## config.mk

```make
export PLATFORM = sky130hd
export DESIGN_NAME = dahdsr_ctrl
export DESIGN_NICKNAME = d
export VERILOG_FILES = /design/src/rtl/assert_macros.svh /design/src/rtl/dahdsr_pkg.sv /design/src/rtl/dahdsr_ctrl.sv
export SDC_FILE = /design/constraint.sdc
export NUM_CORES = 1
export LEC_CHECK = 0
export BUFFER_PORTS_ARGS = -buffer_cell sky130_fd_sc_hd__buf_2
export CORE_AREA = 4 4 41 43
export DETAILED_ROUTE_END_ITERATION = 10
export DIE_AREA = 0 0 45 47
export PLACE_DENSITY_LB_ADDON = 0.12
export SETUP_SLACK_MARGIN = 0.2
export SYNTH_ARGS = -nofsm -noshare
export SYNTH_HDL_FRONTEND = slang
export SYNTH_SLANG_ARGS = --single-unit
```

## constraint.sdc

```tcl
create_clock -name clk -period 2.8 [get_ports clk]
set_input_delay 0.42 -clock clk [delete_from_list [all_inputs] [get_ports clk]]
set_output_delay 0.42 -clock clk [all_outputs]
set_load 0.005 [all_outputs]
```

## src/rtl/assert_macros.svh

```systemverilog
// ---------------------------------------------------------------------------
// assert_macros.svh
// Assertion helpers shared by the RTL; each expands to one labeled
// concurrent assertion with a disable iff on reset.
// ---------------------------------------------------------------------------
`ifndef ASSERT_MACROS_SVH
`define ASSERT_MACROS_SVH

// same-cycle implication
`define ASSERT_IMP(lbl, clk, rst, ante, cons) \
  lbl: assert property (@(posedge clk) disable iff (rst) (ante) |-> (cons)) \
    else $error("assertion failed");

// next-cycle implication
`define ASSERT_NXT(lbl, clk, rst, ante, cons) \
  lbl: assert property (@(posedge clk) disable iff (rst) (ante) |=> (cons)) \
    else $error("assertion failed");

`endif

```

## src/rtl/dahdsr_pkg.sv

```systemverilog
// ---------------------------------------------------------------------------
// dahdsr_pkg
// Shared constants, register map and control structs of the DAHDSR envelope.
// ---------------------------------------------------------------------------
package dahdsr_pkg;

  // voice count and gate-rise ramp-down length
  localparam int VOICES       = 16;
  localparam int RESPONSE_LEN = 256;

  // field widths
  localparam int VOICE_W = 4;
  localparam int SMP_W   = 16;
  localparam int LVL_W   = 25;
  localparam int OFS_W   = 26;
  localparam int BND_W   = 24;
  localparam int RATE_W  = 32;
  localparam int VIDX_W  = (VOICES > 1) ? $clog2(VOICES) : 1;

  // APB
  localparam int ADDR_W = 5;
  localparam int DATA_W = 32;

  // fixed-point constants
  localparam logic [LVL_W-1:0]        FULL_SCALE = LVL_W'(24'hFFFFFF) + LVL_W'(1);
  localparam logic signed [SMP_W-1:0] HALF_Q15   = 16'sd16384;
  localparam logic signed [OFS_W-1:0] OFS_MAX    = 26'sd33554431;
  localparam logic signed [OFS_W-1:0] RESP_OFS   = OFS_W'(-RESPONSE_LEN);

  // register indexes
  localparam logic [2:0] REG_DELAY_END     = 3'd0;
  localparam logic [2:0] REG_ATTACK_END    = 3'd1;
  localparam logic [2:0] REG_HOLD_END      = 3'd2;
  localparam logic [2:0] REG_DECAY_END     = 3'd3;
  localparam logic [2:0] REG_ATTACK_STEP   = 3'd4;
  localparam logic [2:0] REG_DECAY_STEP    = 3'd5;
  localparam logic [2:0] REG_SUSTAIN_LEVEL = 3'd6;
  localparam logic [2:0] REG_RELEASE_RATE  = 3'd7;

  // configuration as seen by the datapath
  typedef struct packed {
    logic [BND_W-1:0]  delay_end;
    logic [BND_W-1:0]  attack_end;
    logic [BND_W-1:0]  hold_end;
    logic [BND_W-1:0]  decay_end;
    logic [LVL_W-1:0]  attack_step;
    logic [LVL_W-1:0]  decay_step;
    logic [LVL_W-1:0]  sustain_level;
    logic [RATE_W-1:0] release_rate;
  } cfg_t;

  // controller to datapath
  typedef struct packed {
    logic load;   // capture accepted item
    logic prep;   // read voice state, apply gate/retrigger edges
    logic mul;    // release product
    logic fire;   // write back and load output register
  } dp_cmd_t;

  // datapath to controller
  typedef struct packed {
    logic need_div;
    logic div_done;
    logic out_free;
  } dp_status_t;

endpackage

```

## src/rtl/dahdsr_ctrl.sv

```systemverilog
// ---------------------------------------------------------------------------
// dahdsr_ctrl
// Sequencer: accept, prepare, optional divide, multiply, write back.
// ---------------------------------------------------------------------------
module dahdsr_ctrl import dahdsr_pkg::*; (
  input  logic       clk,
  input  logic       rst,
  input  logic       in_valid,
  output logic       in_ready,
  input  dp_status_t sts,
  output dp_cmd_t    cmd
);

  localparam logic [2:0] ST_IDLE = 3'd0;
  localparam logic [2:0] ST_PREP = 3'd1;
  localparam logic [2:0] ST_DIV  = 3'd2;
  localparam logic [2:0] ST_MUL  = 3'd3;
  localparam logic [2:0] ST_UPD  = 3'd4;

  logic [2:0] state, state_next;

  assign in_ready = (state == ST_IDLE);

  assign cmd.load = (state == ST_IDLE) && in_valid;
  assign cmd.prep = (state == ST_PREP);
  assign cmd.mul  = (state == ST_MUL);
  assign cmd.fire = (state == ST_UPD) && sts.out_free;

  // next state
  always_comb begin
    state_next = state;
    case (state)
      ST_IDLE: if (in_valid) state_next = ST_PREP;
      ST_PREP: state_next = sts.need_div ? ST_DIV : ST_MUL;
      ST_DIV:  if (sts.div_done) state_next = ST_MUL;
      ST_MUL:  state_next = ST_UPD;
      ST_UPD:  if (sts.out_free) state_next = ST_IDLE;
      default: state_next = ST_IDLE;
    endcase
  end

  always_ff @(posedge clk) begin
    if (rst) begin
      state <= ST_IDLE;
    end else begin
      state <= state_next;
    end
  end

endmodule
```

Yosys cells after proc, flatten, opt, wreduce, memory -nomap -nowiden. Cells that the tools add are included.

Register bits: 3. Bits in latches: 0. RAM bits: 0. ROM bits: 0. Input bits: 6. Output and inout bits: 5. Logic and storage cells: 17. Memories: 0.

Add/sub/neg operators: 0. Multiply operators: 0. Divide/modulo/power cells: 0. $lt $le $gt $ge: 0. Equal/unequal tests: 7. Shift operators: 0. Muxes and demuxes: 5. Bitwise logic cells: 0. Reduce and logical (&&, ||, !) cells: 4.

Operators with widths (number): 3-bit one-hot mux with 5 select lines (1); 3-bit 2-to-1 mux (3); 3-bit by 2-bit == test with 1-bit output, second input constant (2); 2-bit != test, second input constant (3); 3-bit by 1-bit == test with 1-bit output, second input constant (1); 3-bit == test, second input constant (1); 3-bit zero test (1); 3-bit AND reduction (1); 1-bit logical AND (2); 1-bit 2-to-1 mux (1).

Logic depth before layout (Yosys ltp). Gate-level depths: netlist of run 1.

Depth after elaboration: 3. Mapped depth: 3. Depth with buffers taken out: 2.

Worst setup path after synthesis of run 1. OpenSTA, ideal clock, no wires.

Path kind: reg-to-output. Start point: register state[0]. End point: output port cmd[3] in the netlist's numbering. Data arrival time: 0.843 ns. Data required time: 2.380 ns. Path slack: 1.537 ns. Stages on the path, launching flop included: 4. Buffers on the path: 1. Cell sequence: dfxtp_1 -> buf_2 -> nor3_1 -> and2_1.

RTL lines: start: declaration (RTL line dahdsr_ctrl.sv:20) `logic [2:0] state, state_next;`; start signal: assignment (RTL line dahdsr_ctrl.sv:46) `state <= state_next;`; end: declaration (RTL line dahdsr_ctrl.sv:11) `output dp_cmd_t cmd`.

==> qor.csv, run 1 <==
stage;metric;value;unit
synth;Synth Area in Adders;0;
sta;Fin Setup TNS;0;ps
routing;WL per Instance;10.2;um
critical_path;CP max FO;8;
synth;dominant cell type by area after synthesis;dfxtp_1;
sta;Min Hold Slack;372;ps
power;P_leak;0.125;nW
sta;Tmin final;1530;ps
finish;Nets;38;
global_route;initial antenna violation count;0;
critical_path;crit-path cells;nor3_1 -> and2_1 -> buf_2;
routing;initial DRC count;0;
critical_path;Crit. End Element;primary output;
synth;post-synthesis register bit count;3;
clocking;setup bufs post-CTS;0;
sta;final setup margin;1270;ps
clocking;total CTS buffers;3;
critical_path;CP startpoint kind;flop;
job;Max Cap Violations;0;
synth;sequential share of the synthesized area;0.333;
synth;Yosys cell types;15;
synth;Synth Flop Type;dfxtp_1;
global_route;first-pass GRT wire length;814;um
routing;drt pass-1 iters;1;
finish;Largest register FFs;3;
synth;top cells by count, synth;3 x dfxtp_1, 3 x nor3_1;
sta;Final setup viols;0;
finish;post-route insts no fill;46;
sta;Final Max Tran Viols;0;
placed_design;Setup WS pre-CTS;1510;ps
synth;area share of the largest cell type after synthesis;0.333;
clocking;post-cts sizing count;0;
floorplan;die height;47;um
synth;Synth Area in Simple Gates;0.306;
sta;Fin. Hold Viols;0;
synth;number of enable flip-flop cells after synthesis;0;
placed_design;port bufs;10;
finish;largest reg by FF count;state;
synth;Yosys warning count;0;
power;Max VDD drop;0.217;mV
clocking;H-tree levels;1;
routing;DRC Markers;0;
clocking;hold buffers post-CTS;0;
finish;biggest regs;state x3;
sta;Slew HR;0.806;
worst_hold_path;hold crit path type;input pin to flop;
floorplan;I/O Pins;11;
clocking;Max clock buf depth;2;
finish;Final Core Density;0.199;
critical_path;crit-path leading delay family;simple AND/OR/NAND/NOR gates;
clocking;CTS Sinks;3;
critical_path;CP Class;flop to primary output;
synth;top cells by area in the synthesized netlist;dfxtp_1 33%, nor3_1 8.3%, mux2_4 8.3%;
synth;syn avg cell area;9.48;um2
sta;Period Utilization, post-route;0.545;
synth;mux cell area share after synthesis;0.0833;
clocking;TritonCTS clock tree;done;
sta;unrepaired setup endpoints after global routing;false;
critical_path;WP data required;2380;ps
finish;Antenna Cells;0;
floorplan;Rows;13;
global_route;GRT Total Usage;0.0638;
sta;worst clock skew;1.63;ps
synth;Synth Net Count;25;
synth;synthesized instance count;19;
routing;routed wire length;468;um
global_route;grt ovf;0;
critical_path;Crit-path slowest cell;dfxtp_1;
synth;Synth Area in XOR/XNOR;0.0486;
outcome;outcome;completed;
floorplan;full die area;2120;um2
routing;DR vias;180;
critical_path;CP bufs+invs;1;
synth;largest family of logic cells by synthesized area;simple AND/OR/NAND/NOR gates;
clocking;root buf cell;clkbuf_4;
synth;Async SR Flop Fraction;0;
synth;Post-Syn Area;180;um2
placed_design;detailed placement HPWL;344;um
critical_path;Worst EP arrival;1110;ps
finish;fraction of layout cells with a size suffix above 1;0.516;
global_route;largest net degree at the start of global routing;9;
floorplan;initial core utilization;0.138;
placed_design;Placed Cells;42;
finish;synthesis-to-layout area growth;43.7;%
critical_path;max incr delay on CP;370;ps
floorplan;die width;45;um
placed_design;GPL Wtd Cong;0.656;
sta;worst-margin pin slew;290;ps
finish;fill count;154;
clocking;Clk Latency, worst-skew pair;240;ps
sta;fmax;655;MHz
floorplan;core area;1300;um2
synth;Synth Area in Compound Gates;0.139;
clocking;clock-pin slew on the worst setup and hold paths;30;ps
routing;antenna viol nets, final;0;
global_route;number of global-route vias before repair;188;
power;PD cells;678;nW/um2
routing;Vias/cell;3.91;
==> cells in the final DEF (no fill, tap or decap), drive strengths merged, types with 3 or more instances in the layout <==
| cell | n |
|---|---|
| buf | 10 |
| clkbuf | 4 |
| nor3 | 3 |
| dfxtp | 3 |
==> cell type report <==
class                   count  area (um2)  share of cell area
multi-input cells          14         104               0.401
flip-flops and latches      3        60.1               0.232
clock buffers               4        26.3               0.101
well taps                  15        18.8              0.0725
repair buffers             10        50.0               0.193
==> path summary, 6_finish.rpt <==
check,start,to,slack [ps],depth (start not counted)
setup / recovery,state[0],cmd[3],1270,3
hold / removal,rst,state[1],370,2
hold reg to reg,state[2],state[1],560,1
setup reg to reg,state[1],state[0],1680,2
==> worst register-to-register path, delay by kind of cell, from the launching register on <==
kind / cells / cell delay, ps
flip-flops: 1 / 480
multiplexers: 1 / 330
AO/OA/AOI/OAI: 1 / 200
==> logic make-up (layout without fill, tap and decap cells) <==
group | after synthesis | after routing
compound gates | 3 | 3
xor+xnor | 1 | 1
buf+inv | 2 | 14
flops | 3 | 3
mux | 1 | 1
simple gates | 9 | 9
==> where the power goes <==
group | internal, mW | switching (mW)
clock | 0.0534 | 0.0231
combinational | 0.0245 | 0.0133
sequential | 0.0490 | 0.0123
total | 0.127 | 0.0487
==> stage by stage <==
stage	total power [mW]	instance area, um2
after floorplan	0.0899	180
after global placement	0.102	233
after detailed placement	0.101	233
after CTS	0.181	259
after global routing	0.198	259
final	0.176	259
==> per-layer routing <==
| metal | vias to the layer above | track usage | wire length (um) | share of wire |
|---|---|---|---|---|
| met5 | - | 0 | 0 | 0 |
| met4 | 0 | 0.0877 | 30 | 0.064 |
| met3 | 5 | 0.0651 | 71 | 0.15 |
| met2 | 13 | 0.0565 | 158 | 0.34 |
| met1 | 72 | 0.0655 | 207 | 0.44 |
| li1 | 90 | - | - | - |
Note: power is estimated with default switching activity, not from simulation.
==> run 2, diff against run 1 <==
--- a/config.mk
+++ b/config.mk
@@ -5,6 +5,7 @@
 export SDC_FILE = /design/constraint.sdc
 export NUM_CORES = 1
 export LEC_CHECK = 0
+export ABC_AREA = 1
 export BUFFER_PORTS_ARGS = -buffer_cell sky130_fd_sc_hd__buf_2
 export CORE_AREA = 4 4 41 43
 export DETAILED_ROUTE_END_ITERATION = 10
==> constraint.sdc (replaced) <==
create_clock -name clk -period 1.3 [get_ports clk]
set_input_delay 0.195 -clock clk [delete_from_list [all_inputs] [get_ports clk]]
set_output_delay 0.195 -clock clk [all_outputs]
set_load 0.005 [all_outputs]
==> run 2 against run 1 <==
Area after synthesis up 2.1%; first-iteration DRC count grew 5; die area is the same; synthesized cell count rose by 47%; critical path type unchanged; utilization up 4.8 points; clock skew about the same; largest power group unchanged; critical path depth fell by 1; hold slack got worse by 220 ps.
==> qor.csv, run 2 <==
stage;metric;value;unit
outcome;outcome;completed;
worst_hold_path;hold crit path type;input pin to flop;
routing;Vias/cell;3.76;
critical_path;max incr delay on CP;360;ps
synth;number of enable flip-flop cells after synthesis;0;
routing;antenna viol nets, final;0;
finish;biggest regs;state x3;
finish;fraction of layout cells with a size suffix above 1;0.568;
placed_design;GPL Wtd Cong;0.639;
finish;largest reg by FF count;state;
clocking;clock-pin slew on the worst setup and hold paths;40;ps
finish;Largest register FFs;3;
critical_path;WP data required;1110;ps
routing;DR vias;222;
sta;Final setup viols;0;
power;Max VDD drop;0.484;mV
global_route;number of global-route vias before repair;206;
routing;DRC Markers;0;
sta;final setup margin;137;ps
routing;initial DRC count;5;
global_route;GRT Total Usage;0.0529;
floorplan;die width;45;um
critical_path;Crit Reg-Reg Endpoint;state[0];
finish;Multi-input gate area;110;um2
finish;fill count;160;
floorplan;Rows;13;
clocking;TritonCTS clock tree;done;
critical_path;critical path depth in cells;2;
sta;fmax;860;MHz
floorplan;initial core utilization;0.141;
synth;post-synthesis register bit count;3;
critical_path;Worst R2R Start;state[2];
sta;unrepaired setup endpoints after global routing;true;
routing;WL per Instance;8.39;um
floorplan;die height;47;um
finish;Nets;51;
sta;Period Utilization, post-route;0.894;
floorplan;full die area;2120;um2
synth;synthesized instance count;28;
critical_path;CP startpoint kind;flop;
critical_path;CP max FO;6;
synth;syn avg cell area;6.57;um2
routing;routed wire length;495;um
finish;most frequent cells in the layout;10 x buf_2, 7 x inv_1, 4 x nand3_1;
job;Max Cap Violations;0;
placed_design;detailed placement HPWL;385;um
floorplan;I/O Pins;11;
synth;Post-Syn Area;184;um2
global_route;initial antenna violation count;0;
finish;commonest non-fill, non-tap cell in the layout;buf_2;
sta;worst-margin pin slew;178;ps
synth;sequential share of the synthesized area;0.327;
finish;synthesis-to-layout area growth;74.8;%
synth;top cells by area in the synthesized netlist;dfxtp_1 33%, inv_1 16%, nand3_1 11%;
sta;Fin. Hold Viols;0;
clocking;root buf cell;clkbuf_4;
worst_hold_path;Endpoint, Worst Hold;state[0];
finish;Antenna Cells;0;
critical_path;Worst EP arrival;970;ps
sta;Final Max Tran Viols;0;
floorplan;core area;1300;um2
placed_design;Setup WS pre-CTS;286;ps
critical_path;CP bufs+invs;1;
global_route;largest net degree at the start of global routing;8;
synth;Yosys warning count;0;
synth;Yosys cell types;10;
sta;Fin Setup TNS;0;ps
placed_design;port bufs;10;
synth;count leader, synth;inv_1;
power;PD cells;1310;nW/um2
synth;area share of the largest cell type after synthesis;0.327;
synth;top cells by count, synth;8 x inv_1, 4 x nand3_1, 3 x dfxtp_1, 3 x nand2_1, 3 x nor2_1;
global_route;grt ovf;0;
global_route;first-pass GRT wire length;772;um
clocking;Clk Latency, worst-skew pair;230;ps
critical_path;R2R cell count;5;
clocking;H-tree levels;1;
critical_path;crit-path leading delay family;flip-flops;
sta;Slew HR;0.880;
worst_hold_path;hold path start;rst;
clocking;total CTS buffers;3;
clocking;hold buffers post-CTS;0;
critical_path;crit-path cells;nor4_2 -> buf_2;
routing;drt pass-1 iters;2;
critical_path;CP Class;flop to primary output;
sta;worst clock skew;1.78;ps
synth;Async SR Flop Fraction;0;
finish;Register Area;68.8;um2
worst_hold_path;hold depth;2;
clocking;Max clock buf depth;2;
critical_path;flop2flop setup slack;340;ps
synth;Synth Net Count;34;
clocking;CTS Sinks;3;
power;P_leak;0.178;nW
sta;Tmin final;1160;ps
synth;Synth Flop Type;dfxtp_1;
critical_path;Crit. End Element;primary output;
synth;dominant cell type by area after synthesis;dfxtp_1;
critical_path;Crit-path slowest cell;dfxtp_4;
==> run 2: changes by cell type after synthesis, sizes merged, moves of 2 or more <==
cell,change
a21oi,+2
nand3,+6
nand2,+2
nor3,-2
nor2,+2
buf,-2
inv,+8
==> run 2: power by group <==
group	switching [mW]	internal, mW	total [mW]
registers	0.0253	0.110	0.135
logic	0.0616	0.0650	0.127
clock network	0.0434	0.115	0.158
total	0.130	0.290	0.420
==> run 2: routing by layer <==
layer	global-route usage	part of all wire	up-vias
met3	0.0192	0.11	0
met4	0.0702	0	0
met1	0.0635	0.48	94
met5	0	0	-
li1	-	-	120
met2	0.0621	0.41	8
==> run 2: cell families after synthesis <==
family	count (synthesis)	share of synthesized area
flops	3	0.327
compound gates	3	0.0816
buf+inv	8	0.163
simple gates	14	0.429
==> run 2: through the flow <==
stage / hold WS, ps / util / area (um2) / instances / power [mW]
6_report: 157 / 0.247 / 322 / 59 / 0.420
5_1_grt: 161 / 0.247 / 322 / 59 / 0.454
4_1_cts: 152 / 0.231 / 300 / 59 / 0.415
3_5_place_dp: 404 / 0.194 / 253 / 53 / 0.229
3_3_place_gp: 401 / 0.194 / 253 / 53 / 0.231
2_1_floorplan: 263 / - / 184 / 28 / 0.186
==> run 2: final cells by class <==
type | instances | area share
timing repair buffer | 12 | 0.202
multi-input combinational | 17 | 0.342
tap | 15 | 0.0584
inverter | 8 | 0.101
clock buffer | 4 | 0.0817
sequential | 3 | 0.214
==> run 2: how the worst max path moves through the flow <==
stage | startpoint | to | slack [ps]
after floorplan | state[2] | cmd[0] | 410
after global placement | state[2] | cmd[0] | 280
after detailed placement | state[2] | cmd[0] | 290
after CTS | state[1] | cmd[0] | 130
after global routing | state[0] | cmd[0] | 100
final | state[0] | cmd[0] | 140
==> run 2: repair_timing <==
item / in CTS / in global routing
endpoints found under the setup margin: 5 / 5
pin swaps: 2 / 2
resized for setup: 5 / 6
buffers inserted: 2 / 0
