### config.mk
export PLATFORM = sky130hd
export DESIGN_NAME = dahdsr_regs
export DESIGN_NICKNAME = d
export VERILOG_FILES = /design/src/rtl/assert_macros.svh /design/src/rtl/dahdsr_pkg.sv /design/src/rtl/dahdsr_regs.sv
export SDC_FILE = /design/constraint.sdc
export NUM_CORES = 1
export LEC_CHECK = 0
export BUFFER_PORTS_ARGS = -buffer_cell sky130_fd_sc_hd__clkbuf_2
export CAP_MARGIN = 20
export CORE_ASPECT_RATIO = 2
export CORE_MARGIN = 2
export CORE_UTILIZATION = 51
export DETAILED_ROUTE_END_ITERATION = 16
export PLACE_DENSITY_LB_ADDON = 0.25
export RECOVER_POWER = 100
export REMOVE_ABC_BUFFERS = 1
export SLEW_MARGIN = 20
export SYNTH_ARGS = -nofsm -noshare
export SYNTH_HDL_FRONTEND = slang
export SYNTH_SLANG_ARGS = --single-unit
### constraint.sdc
create_clock -name clk -period 1.45 [get_ports clk]
set_clock_uncertainty 0.1 [all_clocks]
set_input_delay 0.0725 -clock clk [delete_from_list [all_inputs] [get_ports clk]]
set_output_delay 0.0725 -clock clk [all_outputs]
set_load 0.1 [all_outputs]
### src/rtl/assert_macros.svh
// ---------------------------------------------------------------------------
// assert_macros.svh
// Assertion helpers shared by the RTL; each expands to one labeled
// concurrent assertion with a disable iff on reset.
// ---------------------------------------------------------------------------
`ifndef ASSERT_MACROS_SVH
`define ASSERT_MACROS_SVH

// same-cycle implication
`define ASSERT_IMP(lbl, clk, rst, ante, cons) \
  lbl: assert property (@(posedge clk) disable iff (rst) (ante) |-> (cons)) \
    else $error("assertion failed");

// next-cycle implication
`define ASSERT_NXT(lbl, clk, rst, ante, cons) \
  lbl: assert property (@(posedge clk) disable iff (rst) (ante) |=> (cons)) \
    else $error("assertion failed");

`endif

### src/rtl/dahdsr_pkg.sv
// ---------------------------------------------------------------------------
// dahdsr_pkg
// Shared constants, register map and control structs of the DAHDSR envelope.
// ---------------------------------------------------------------------------
package dahdsr_pkg;

  // voice count and gate-rise ramp-down length
  localparam int VOICES       = 16;
  localparam int RESPONSE_LEN = 256;

  // field widths
  localparam int VOICE_W = 4;
  localparam int SMP_W   = 16;
  localparam int LVL_W   = 25;
  localparam int OFS_W   = 26;
  localparam int BND_W   = 24;
  localparam int RATE_W  = 32;
  localparam int VIDX_W  = (VOICES > 1) ? $clog2(VOICES) : 1;

  // APB
  localparam int ADDR_W = 5;
  localparam int DATA_W = 32;

  // fixed-point constants
  localparam logic [LVL_W-1:0]        FULL_SCALE = LVL_W'(24'hFFFFFF) + LVL_W'(1);
  localparam logic signed [SMP_W-1:0] HALF_Q15   = 16'sd16384;
  localparam logic signed [OFS_W-1:0] OFS_MAX    = 26'sd33554431;
  localparam logic signed [OFS_W-1:0] RESP_OFS   = OFS_W'(-RESPONSE_LEN);

  // register indexes
  localparam logic [2:0] REG_DELAY_END     = 3'd0;
  localparam logic [2:0] REG_ATTACK_END    = 3'd1;
  localparam logic [2:0] REG_HOLD_END      = 3'd2;
  localparam logic [2:0] REG_DECAY_END     = 3'd3;
  localparam logic [2:0] REG_ATTACK_STEP   = 3'd4;
  localparam logic [2:0] REG_DECAY_STEP    = 3'd5;
  localparam logic [2:0] REG_SUSTAIN_LEVEL = 3'd6;
  localparam logic [2:0] REG_RELEASE_RATE  = 3'd7;

  // configuration as seen by the datapath
  typedef struct packed {
    logic [BND_W-1:0]  delay_end;
    logic [BND_W-1:0]  attack_end;
    logic [BND_W-1:0]  hold_end;
    logic [BND_W-1:0]  decay_end;
    logic [LVL_W-1:0]  attack_step;
    logic [LVL_W-1:0]  decay_step;
    logic [LVL_W-1:0]  sustain_level;
    logic [RATE_W-1:0] release_rate;
  } cfg_t;

  // controller to datapath
  typedef struct packed {
    logic load;   // capture accepted item
    logic prep;   // read voice state, apply gate/retrigger edges
    logic mul;    // release product
    logic fire;   // write back and load output register
  } dp_cmd_t;

  // datapath to controller
  typedef struct packed {
    logic need_div;
    logic div_done;
    logic out_free;
  } dp_status_t;

endpackage

### src/rtl/dahdsr_regs.sv
// ---------------------------------------------------------------------------
// dahdsr_regs
// APB configuration registers: stage boundaries, steps, sustain, release.
// ---------------------------------------------------------------------------
module dahdsr_regs import dahdsr_pkg::*; (
  input  logic              clk,
  input  logic              rst,
  input  logic              psel,
  input  logic              penable,
  input  logic              pwrite,
  input  logic [ADDR_W-1:0] paddr,
  input  logic [DATA_W-1:0] pwdata,
  output logic [DATA_W-1:0] prdata,
  output cfg_t              cfg
);

  logic       wr_en;
  logic [2:0] idx;

  assign wr_en = psel && penable && pwrite;
  assign idx   = paddr[4:2];

  // register write
  always_ff @(posedge clk) begin
    if (rst) begin
      cfg.delay_end     <= BND_W'(0);
      cfg.attack_end    <= BND_W'(2205);
      cfg.hold_end      <= BND_W'(3087);
      cfg.decay_end     <= BND_W'(7497);
      cfg.attack_step   <= LVL_W'(7608);
      cfg.decay_step    <= LVL_W'(1141);
      cfg.sustain_level <= LVL_W'(11744051);
      cfg.release_rate  <= RATE_W'(7608);
    end else if (wr_en) begin
      case (idx)
        REG_DELAY_END:     cfg.delay_end     <= pwdata[BND_W-1:0];
        REG_ATTACK_END:    cfg.attack_end    <= pwdata[BND_W-1:0];
        REG_HOLD_END:      cfg.hold_end      <= pwdata[BND_W-1:0];
        REG_DECAY_END:     cfg.decay_end     <= pwdata[BND_W-1:0];
        REG_ATTACK_STEP:   cfg.attack_step   <= pwdata[LVL_W-1:0];
        REG_DECAY_STEP:    cfg.decay_step    <= pwdata[LVL_W-1:0];
        REG_SUSTAIN_LEVEL: cfg.sustain_level <= pwdata[LVL_W-1:0];
        REG_RELEASE_RATE:  cfg.release_rate  <= pwdata[RATE_W-1:0];
        default: ;
      endcase
    end
  end

  // read mux
  always_comb begin
    case (idx)
      REG_DELAY_END:     prdata = DATA_W'(cfg.delay_end);
      REG_ATTACK_END:    prdata = DATA_W'(cfg.attack_end);
      REG_HOLD_END:      prdata = DATA_W'(cfg.hold_end);
      REG_DECAY_END:     prdata = DATA_W'(cfg.decay_end);
      REG_ATTACK_STEP:   prdata = DATA_W'(cfg.attack_step);
      REG_DECAY_STEP:    prdata = DATA_W'(cfg.decay_step);
      REG_SUSTAIN_LEVEL: prdata = DATA_W'(cfg.sustain_level);
      REG_RELEASE_RATE:  prdata = cfg.release_rate;
      default:           prdata = '0;
    endcase
  end

endmodule

## Yosys cells after proc, flatten, opt, wreduce, memory -nomap -nowiden

Cells that the tools add are included.
W data, S select, Z words.

- Mux-type cells: 1
- Shift operators: 0
- Reduce and logical (&&, ||, !) cells: 11
- Equality and inequality tests: 7
- Bitwise gates (word level): 0
- Multiply operators: 0
- Magnitude comparators: 0
- Add/sub/neg operators: 0
- Div/mod/pow operators: 0

Operator list:

| cell | number |
|---|---|
| $pmux W32 S8 | 1 |
| $reduce_and A2 Y1 | 8 |
| $eq A3 B3 Y1 const B | 4 |
| $eq A3 B2 Y1 const B | 2 |
| $eq A3 B1 Y1 const B | 1 |
| $logic_not A3 Y1 | 1 |
| $logic_and A1 B1 Y1 | 2 |

- Bits in read-only memories: 0
- Bits in latches: 0
- Bits of input ports: 42
- RAM bits: 0
- Memories kept: 0
- Output and inout port bits: 235
- Register bits after elaboration: 203

## Depth between registers and ports, before layout

Gate-level depths: netlist of the first run.

- Word-level depth: 3
- Gate-level depth with buffers: 7
- Mapped depth without buffers: 4

## Least setup slack after synthesis of the first run

Ideal clock, no wire load.

- Kind: register to output
- Start: register cfg[65] (netlist name)
- End: output prdata[8]
- Path slack: -1.638 ns
- Data arrival time: 2.915 ns
- Stages on the path, launching flop included: 4
- Path buffers: 0
- Path through: dfxtp_1 -> mux2i_1 -> a211o_1 -> a21oi_1

- Word-level cells in the longest chain between the ends: 1

RTL lines:

| element | RTL line | RTL |
|---|---|---|
| start: declaration | dahdsr_regs.sv:14 | `output cfg_t cfg` |
| $pmux W32 S8 | dahdsr_regs.sv:51 | `case (idx)` |
| end: declaration | dahdsr_regs.sv:13 | `output logic [DATA_W-1:0] prdata,` |

No other way between the ends.

## Worst setup path in the final report of the first run

- Start: register cfg[79] (netlist name)
- End: output prdata[22]

The elaborated chain is that of the path after synthesis.

==> results.sh, run 1 <==
export IMPL_post_route_cells_drive_above_1_share=0.378
export IMPL_crit_path_start_kind="flip-flop"
export IMPL_n_antenna_cell=0
export IMPL_timing_setup_critical_path_class="reg -> out"
export IMPL_timing_critical_path_slowest_cell_delay_ps=320
export IMPL_initial_core_util=0.520
export IMPL_power_density_cell_area_nw_per_um2=916
export IMPL_first_global_vias=10600
export IMPL_place_port_buffers=274
export IMPL_violations="setup timing"
export IMPL_drc=0
export IMPL_grtUsageTotal=0.390
export IMPL_rows=68
export IMPL_number_of_flip_flops_under_the_largest_register_name=203
export IMPL_clock_sinks=203
export IMPL_status="complete, but fails checks"
export IMPL_placed_standard_cell_area_um2=12400
export IMPL_area_grow_syn2layout_pct=57.0
export IMPL_routed_via_count=10700
export IMPL_drv_cap=0
export IMPL_die_width_um=97.6
export IMPL_fin_crit_sh=1.40
export IMPL_grt_pass1_wl_mm=57.3
export IMPL_drt_wirelength_per_cell_um=21.6
export IMPL_netlist_cell_type_count=30
export IMPL_cts_tree="built"
export IMPL_critPathArrivalTime_ps=1850
export IMPL_worstPathCellList="mux2_4 > a22o_1 > a221oi_2 > buf_4 > nor2_2 > buf_12"
export IMPL_globalplace_congestion=0.936
export IMPL_ys_seq_elements=203
export IMPL_finalSetupViolations=101
export IMPL_timing_final_crit_period_ps=2030
export IMPL_synth_area_um2=8930
export IMPL_post_synth_inst_count=1151
export IMPL_detail_route_vias_per_cell=6.00
export IMPL_boundaryPins=277
export IMPL_worst_hold_path_type="in -> reg"
export IMPL_critical_path_peak_fanout=2
export IMPL_fmax_mhz=493
export IMPL_syn_avg_cell_area_um2=7.76
export IMPL_clock_tree_buffer_depth=3
export IMPL_drt_wl_total_mm=38.5
export IMPL_synth_seq_area_share=0.455
export IMPL_grt_setup_unrepaired="yes"
export IMPL_most_common_layout_cells="nand2_1 (399), dfxtp_1 (183), buf_4 (178)"
export IMPL_final_hold_viol_count=0
export IMPL_timing_hold_ws_ps=247
export IMPL_fp_dieArea_um2=18600
export IMPL_fin_ws_ps=-576
export IMPL_vdd_ir_drop_max_mv=1.04
export IMPL_design_core_area_um2=17200
export IMPL_cp_end_kind="output port"
export IMPL_cts_htree_levels=1
export IMPL_grt_residual_overflow=0
export IMPL_worst_pin_slew_ps=484
export IMPL_worst_slew_margin_rel=0.679
export IMPL_grt_antenna_before_repair=0
export IMPL_leakage_uw=0.00607
export IMPL_largest_register="cfg"
export IMPL_ys_warn_count=0
export IMPL_critical_path_top_delay_family="compound AO/OA/AOI/OAI gates"
export IMPL_finalInstanceArea_um2=14000
export IMPL_final_max_slew_viol_count=0
export IMPL_detail_route_antenna_nets=0
export IMPL_drtIter0Drc=977
export IMPL_clk_root_buffer_cell="clkbuf_16"
export IMPL_worst_path_buf_inv=2
export IMPL_cts_buffers=19
export IMPL_die_h_um=191
export IMPL_drtPass1Iterations=5
export IMPL_mostFrequentLayoutCell="nand2_1"
export IMPL_pre_cts_ws_ps=-428
export IMPL_layout_top_registers="cfg x203"
export IMPL_worst_skew_pair_late_latency_ps=490
export IMPL_crit_required_ps=1280
export IMPL_grt_start_max_net_pins=54
export IMPL_final_nets=1604
export IMPL_path_clk_slew_ps=70
export IMPL_timing_setup_tns_ps=-13850
export IMPL_slowest_stage="dfxtp_2"
export IMPL_place_hpwl_mm=24.3
[power breakdown]
part	total [µW]	switching (µW)	leakage, µW	internal (µW)
clock	4880	2130	0.000288	2750
sequential	5660	37.6	0.00164	5620
combinational	2300	1530	0.00414	775
[tightest hold or removal path: cells and delay by family]
kind,cells,cell delay (ps)
AO/OA/AOI/OAI,1,50
buffers and inverters,2,240
AND/OR/NAND/NOR,3,420
[final timing paths]
check | startpoint | to | slack (ps) | depth (start not counted)
min reg2reg | cfg[65]$_SDFFE_PP0P_ | cfg[65]$_SDFFE_PP0P_ | 360 | 2
min | pwrite | cfg[176]$_SDFFE_PP0P_ | 250 | 6
max reg2reg | cfg[142]$_SDFFE_PP1P_ | cfg[142]$_SDFFE_PP1P_ | 480 | 3
max | cfg[79]$_SDFFE_PP0P_ | prdata[22] | -580 | 6
[cell type report]
cell class	instances	area, µm²
fillers	1033	3160
clock inverters	5	52.6
clock buffers	27	536
well taps	210	263
multi-input cells	811	4540
repair buffers	506	4460
inverters	21	78.8
flip-flops and latches	203	4090
[cells in the mapped netlist]
master / n / share of area
nor3_2: 1 / 0.0011
or2_2: 6 / 0.0042
a22o_1: 21 / 0.021
nand4_1: 1 / 0.00070
and3_1: 1 / 0.00070
a211o_1: 6 / 0.0059
nor3_1: 1 / 0.00056
mux2i_1: 25 / 0.028
mux4_2: 3 / 0.0076
a211oi_1: 2 / 0.0017
mux2_2: 18 / 0.023
buf_4: 11 / 0.0092
buf_2: 46 / 0.026
or3_1: 3 / 0.0021
clkbuf_1: 55 / 0.023
nand3b_1: 50 / 0.042
nor2_1: 61 / 0.026
and2_1: 8 / 0.0056
nor2b_1: 1 / 0.00070
nand2b_1: 3 / 0.0021
nand4b_2: 1 / 0.0017
a221oi_1: 43 / 0.042
mux2_1: 3 / 0.0038
a21oi_1: 152 / 0.085
inv_1: 21 / 0.0088
dfxtp_1: 203 / 0.46
buf_6: 3 / 0.0038
nand2_1: 400 / 0.17
buf_1: 1 / 0.00042
nor3b_1: 1 / 0.00084
[layer usage]
| layer | vias to the layer above | part of all wire | global-route usage | wire, µm |
|---|---|---|---|---|
| met1 | 4980 | 0.32 | 0.416 | 12500 |
| met2 | 811 | 0.50 | 0.685 | 19100 |
| met3 | 245 | 0.096 | 0.0764 | 3680 |
| met5 | - | 0 | 0 | 0 |
| li1 | 4660 | - | - | - |
| met4 | 0 | 0.083 | 0.270 | 3190 |
[metrics by stage]
stage / total power, µW / cells / utilization
after floorplan: 6890 / 1035 / -
after global placement: 7820 / 1704 / 0.721
after detailed placement: 7840 / 1704 / 0.721
after CTS: 12800 / 1780 / 0.822
after global routing: 13100 / 1783 / 0.816
final: 12800 / 1783 / 0.816
[logic make-up (layout without fill, tap and decap cells)]
group           after synthesis  in the layout  synth area share
compound gates              224            224             0.156
buf+inv                     137            559            0.0712
flops                       203            203             0.455
mux                          49             49            0.0621
simple gates                538            538             0.256
[timing repair]
action / 4_1_cts / 5_1_grt
setup endpoints to repair: 201 / 72
endpoints found under the hold margin: 203 / 0
cloned: 1 / 0
pin swaps: 22 / 12
hold buffers: 33 / 0
resized for setup: 246 / 72
setup buffers: 11 / 3
No activity file was read; power rests on OpenSTA's default activity.
==> run 2: changes to the inputs <==
--- a/config.mk
+++ b/config.mk
@@ -14,6 +14,7 @@
 export PLACE_DENSITY_LB_ADDON = 0.25
 export RECOVER_POWER = 100
 export REMOVE_ABC_BUFFERS = 1
+export SKIP_LAST_GASP = 1
 export SLEW_MARGIN = 20
 export SYNTH_ARGS = -nofsm -noshare
 export SYNTH_HDL_FRONTEND = slang
==> run 2 against run 1 <==
Compared with the run above:
- the run still ends with setup timing left
- total power barely moved
- utilization fell by 0.11 points
- non-clock buffer count did not move
- flip-flop and latch count did not move
- critical path depth did not move
- combinational power barely moved
- sequential power barely moved
- hold slack got worse by 9.0 ps
- first-iteration DRC count fell by 11%
- critical path type unchanged
- critical endpoint unchanged
- largest power group unchanged
- highest routed layer unchanged
==> results.sh, run 2 (synthesis results as in run 1) <==
export IMPL_rows=68
export IMPL_worst_path_buf_inv=2
export IMPL_clock_tree_buffer_depth=3
export IMPL_place_port_buffers=274
export IMPL_worst_slew_margin_rel=0.679
export IMPL_grtUsageTotal=0.395
export IMPL_drtPass1Iterations=6
export IMPL_drc=0
export IMPL_first_global_vias=10700
export IMPL_mostFrequentLayoutCell="nand2_1"
export IMPL_layout_top_registers="cfg x203"
export IMPL_cts_tree="built"
export IMPL_r2r_start="cfg[142]$_SDFFE_PP1P_"
export IMPL_post_place_cells=1704
export IMPL_cp_end_kind="output port"
export IMPL_worstPathCellList="mux2_4 > a22o_1 > a221oi_2 > buf_4 > nor2_4 > buf_12"
export IMPL_timing_setup_critical_path_class="reg -> out"
export IMPL_number_of_flip_flops_under_the_largest_register_name=203
export IMPL_final_nets=1604
export IMPL_grt_residual_overflow=0
export IMPL_drtIter0Drc=870
export IMPL_path_clk_slew_ps=70
export IMPL_multi_input_gate_area_um2=4540
export IMPL_leakage_uw=0.00604
export IMPL_routed_via_count=10700
export IMPL_largest_register="cfg"
export IMPL_crit_path_start_kind="flip-flop"
export IMPL_grt_setup_unrepaired="yes"
export IMPL_grt_antenna_before_repair=0
export IMPL_post_route_cells_drive_above_1_share=0.367
export IMPL_final_cell_count_no_fill=1784
export IMPL_cts_buffers=19
export IMPL_final_hold_viol_count=0
export IMPL_power_density_cell_area_nw_per_um2=917
export IMPL_fin_ws_ps=-618
export IMPL_timing_critical_path_slowest_cell_delay_ps=320
export IMPL_crit_required_ps=1280
export IMPL_seqCellArea_um2=4080
export IMPL_timing_final_crit_period_ps=2070
export IMPL_most_common_layout_cells="nand2_1 (399), dfxtp_1 (190), clkbuf_4 (165)"
export IMPL_worst_hold_path_type="in -> reg"
export IMPL_design_core_area_um2=17200
export IMPL_die_width_um=97.6
export IMPL_critical_path_peak_fanout=2
export IMPL_drt_wl_total_mm=38.8
export IMPL_boundaryPins=277
export IMPL_violations="setup timing"
export IMPL_clock_sinks=203
export IMPL_detail_route_antenna_nets=0
export IMPL_detail_route_vias_per_cell=6.02
export IMPL_critPathArrivalTime_ps=1900
export IMPL_place_hpwl_mm=24.3
export IMPL_fmax_mhz=484
export IMPL_worst_skew_pair_late_latency_ps=480
export IMPL_fin_crit_sh=1.43
export IMPL_drt_wirelength_per_cell_um=21.7
export IMPL_area_grow_syn2layout_pct=56.8
export IMPL_critical_path_top_delay_family="compound AO/OA/AOI/OAI gates"
export IMPL_finalSetupViolations=77
export IMPL_clk_root_buffer_cell="clkbuf_16"
export IMPL_grt_start_max_net_pins=54
export IMPL_timing_hold_ws_ps=238
export IMPL_die_h_um=191
export IMPL_globalplace_congestion=0.936
export IMPL_cp_startpoint="cfg[79]$_SDFFE_PP0P_"
export IMPL_drv_cap=0
export IMPL_vdd_ir_drop_max_mv=1.03
export IMPL_worst_pin_slew_ps=484
export IMPL_status="complete, but fails checks"
export IMPL_cts_htree_levels=1
export IMPL_pre_cts_ws_ps=-428
export IMPL_slowest_stage="dfxtp_2"
export IMPL_grt_pass1_wl_mm=58.0
export IMPL_final_max_slew_viol_count=0
export IMPL_initial_core_util=0.520
export IMPL_timing_hold_worst_start="pwrite"
export IMPL_fillerInstances=1054
export IMPL_fp_dieArea_um2=18600
[run 2: cell count changes in the layout (fill, tap and decap cells not counted), sizes merged]
cell / change
clkbuf: +19
diode: +1
buf: -19
[run 2: path summary, 6_finish.rpt]
path	slack, ps	depth (start not counted)	to
setup / recovery	-620	6	prdata[22]
hold / removal	240	6	cfg[176]$_SDFFE_PP0P_
hold reg to reg	360	2	cfg[65]$_SDFFE_PP0P_
setup reg to reg	490	3	cfg[142]$_SDFFE_PP1P_
[run 2: what timing repair did]
item	CTS	global route
pin swaps	22	12
endpoints found under the hold margin	203	0
gates cloned	1	0
gates resized for setup	242	63
buffers inserted	11	3
endpoints found under the setup margin	201	74
hold buffers	33	0
[run 2: stage by stage]
step / TNS (ps) / utilization / cell area [µm²] / total power [µW]
2_1_floorplan: -84550 / - / 8370 / 6890
3_3_place_gp: -54150 / 0.721 / 12400 / 7820
3_5_place_dp: -56830 / 0.721 / 12400 / 7840
4_1_cts: -11620 / 0.821 / 14100 / 12800
5_1_grt: -22910 / 0.815 / 14000 / 13100
6_report: -13390 / 0.815 / 14000 / 12800
[run 2: where the power goes]
part	switching, µW	internal [µW]
clock	2110	2750
sequential	37.6	5620
combinational	1530	780
total	3690	9150
[run 2: layout make-up]
cell class / count / share of cell area
multi-input combinational: 811 / 0.324
timing repair buffer: 506 / 0.318
sequential: 203 / 0.291
clock buffer: 27 / 0.0382
tap: 210 / 0.0188
inverter: 21 / 0.00563
clock inverter: 5 / 0.00375
antenna: 1 / 0.000179
[run 2: worst min-delay path, delay by kind of cell]
family | cells | cell delay (ps)
AND/OR/NAND/NOR | 3 | 410
buffers and inverters | 2 | 240
AO/OA/AOI/OAI | 1 | 50
[run 2: per-layer routing]
layer | share of wire | wire length, µm | vias to the layer above | GRT usage
li1 | - | - | 4653 | -
met2 | 0.50 | 19400 | 787 | 0.692
met1 | 0.33 | 12600 | 5047 | 0.421
met5 | 0 | 0 | - | 0
met3 | 0.094 | 3650 | 245 | 0.0782
met4 | 0.080 | 3100 | 0 | 0.274
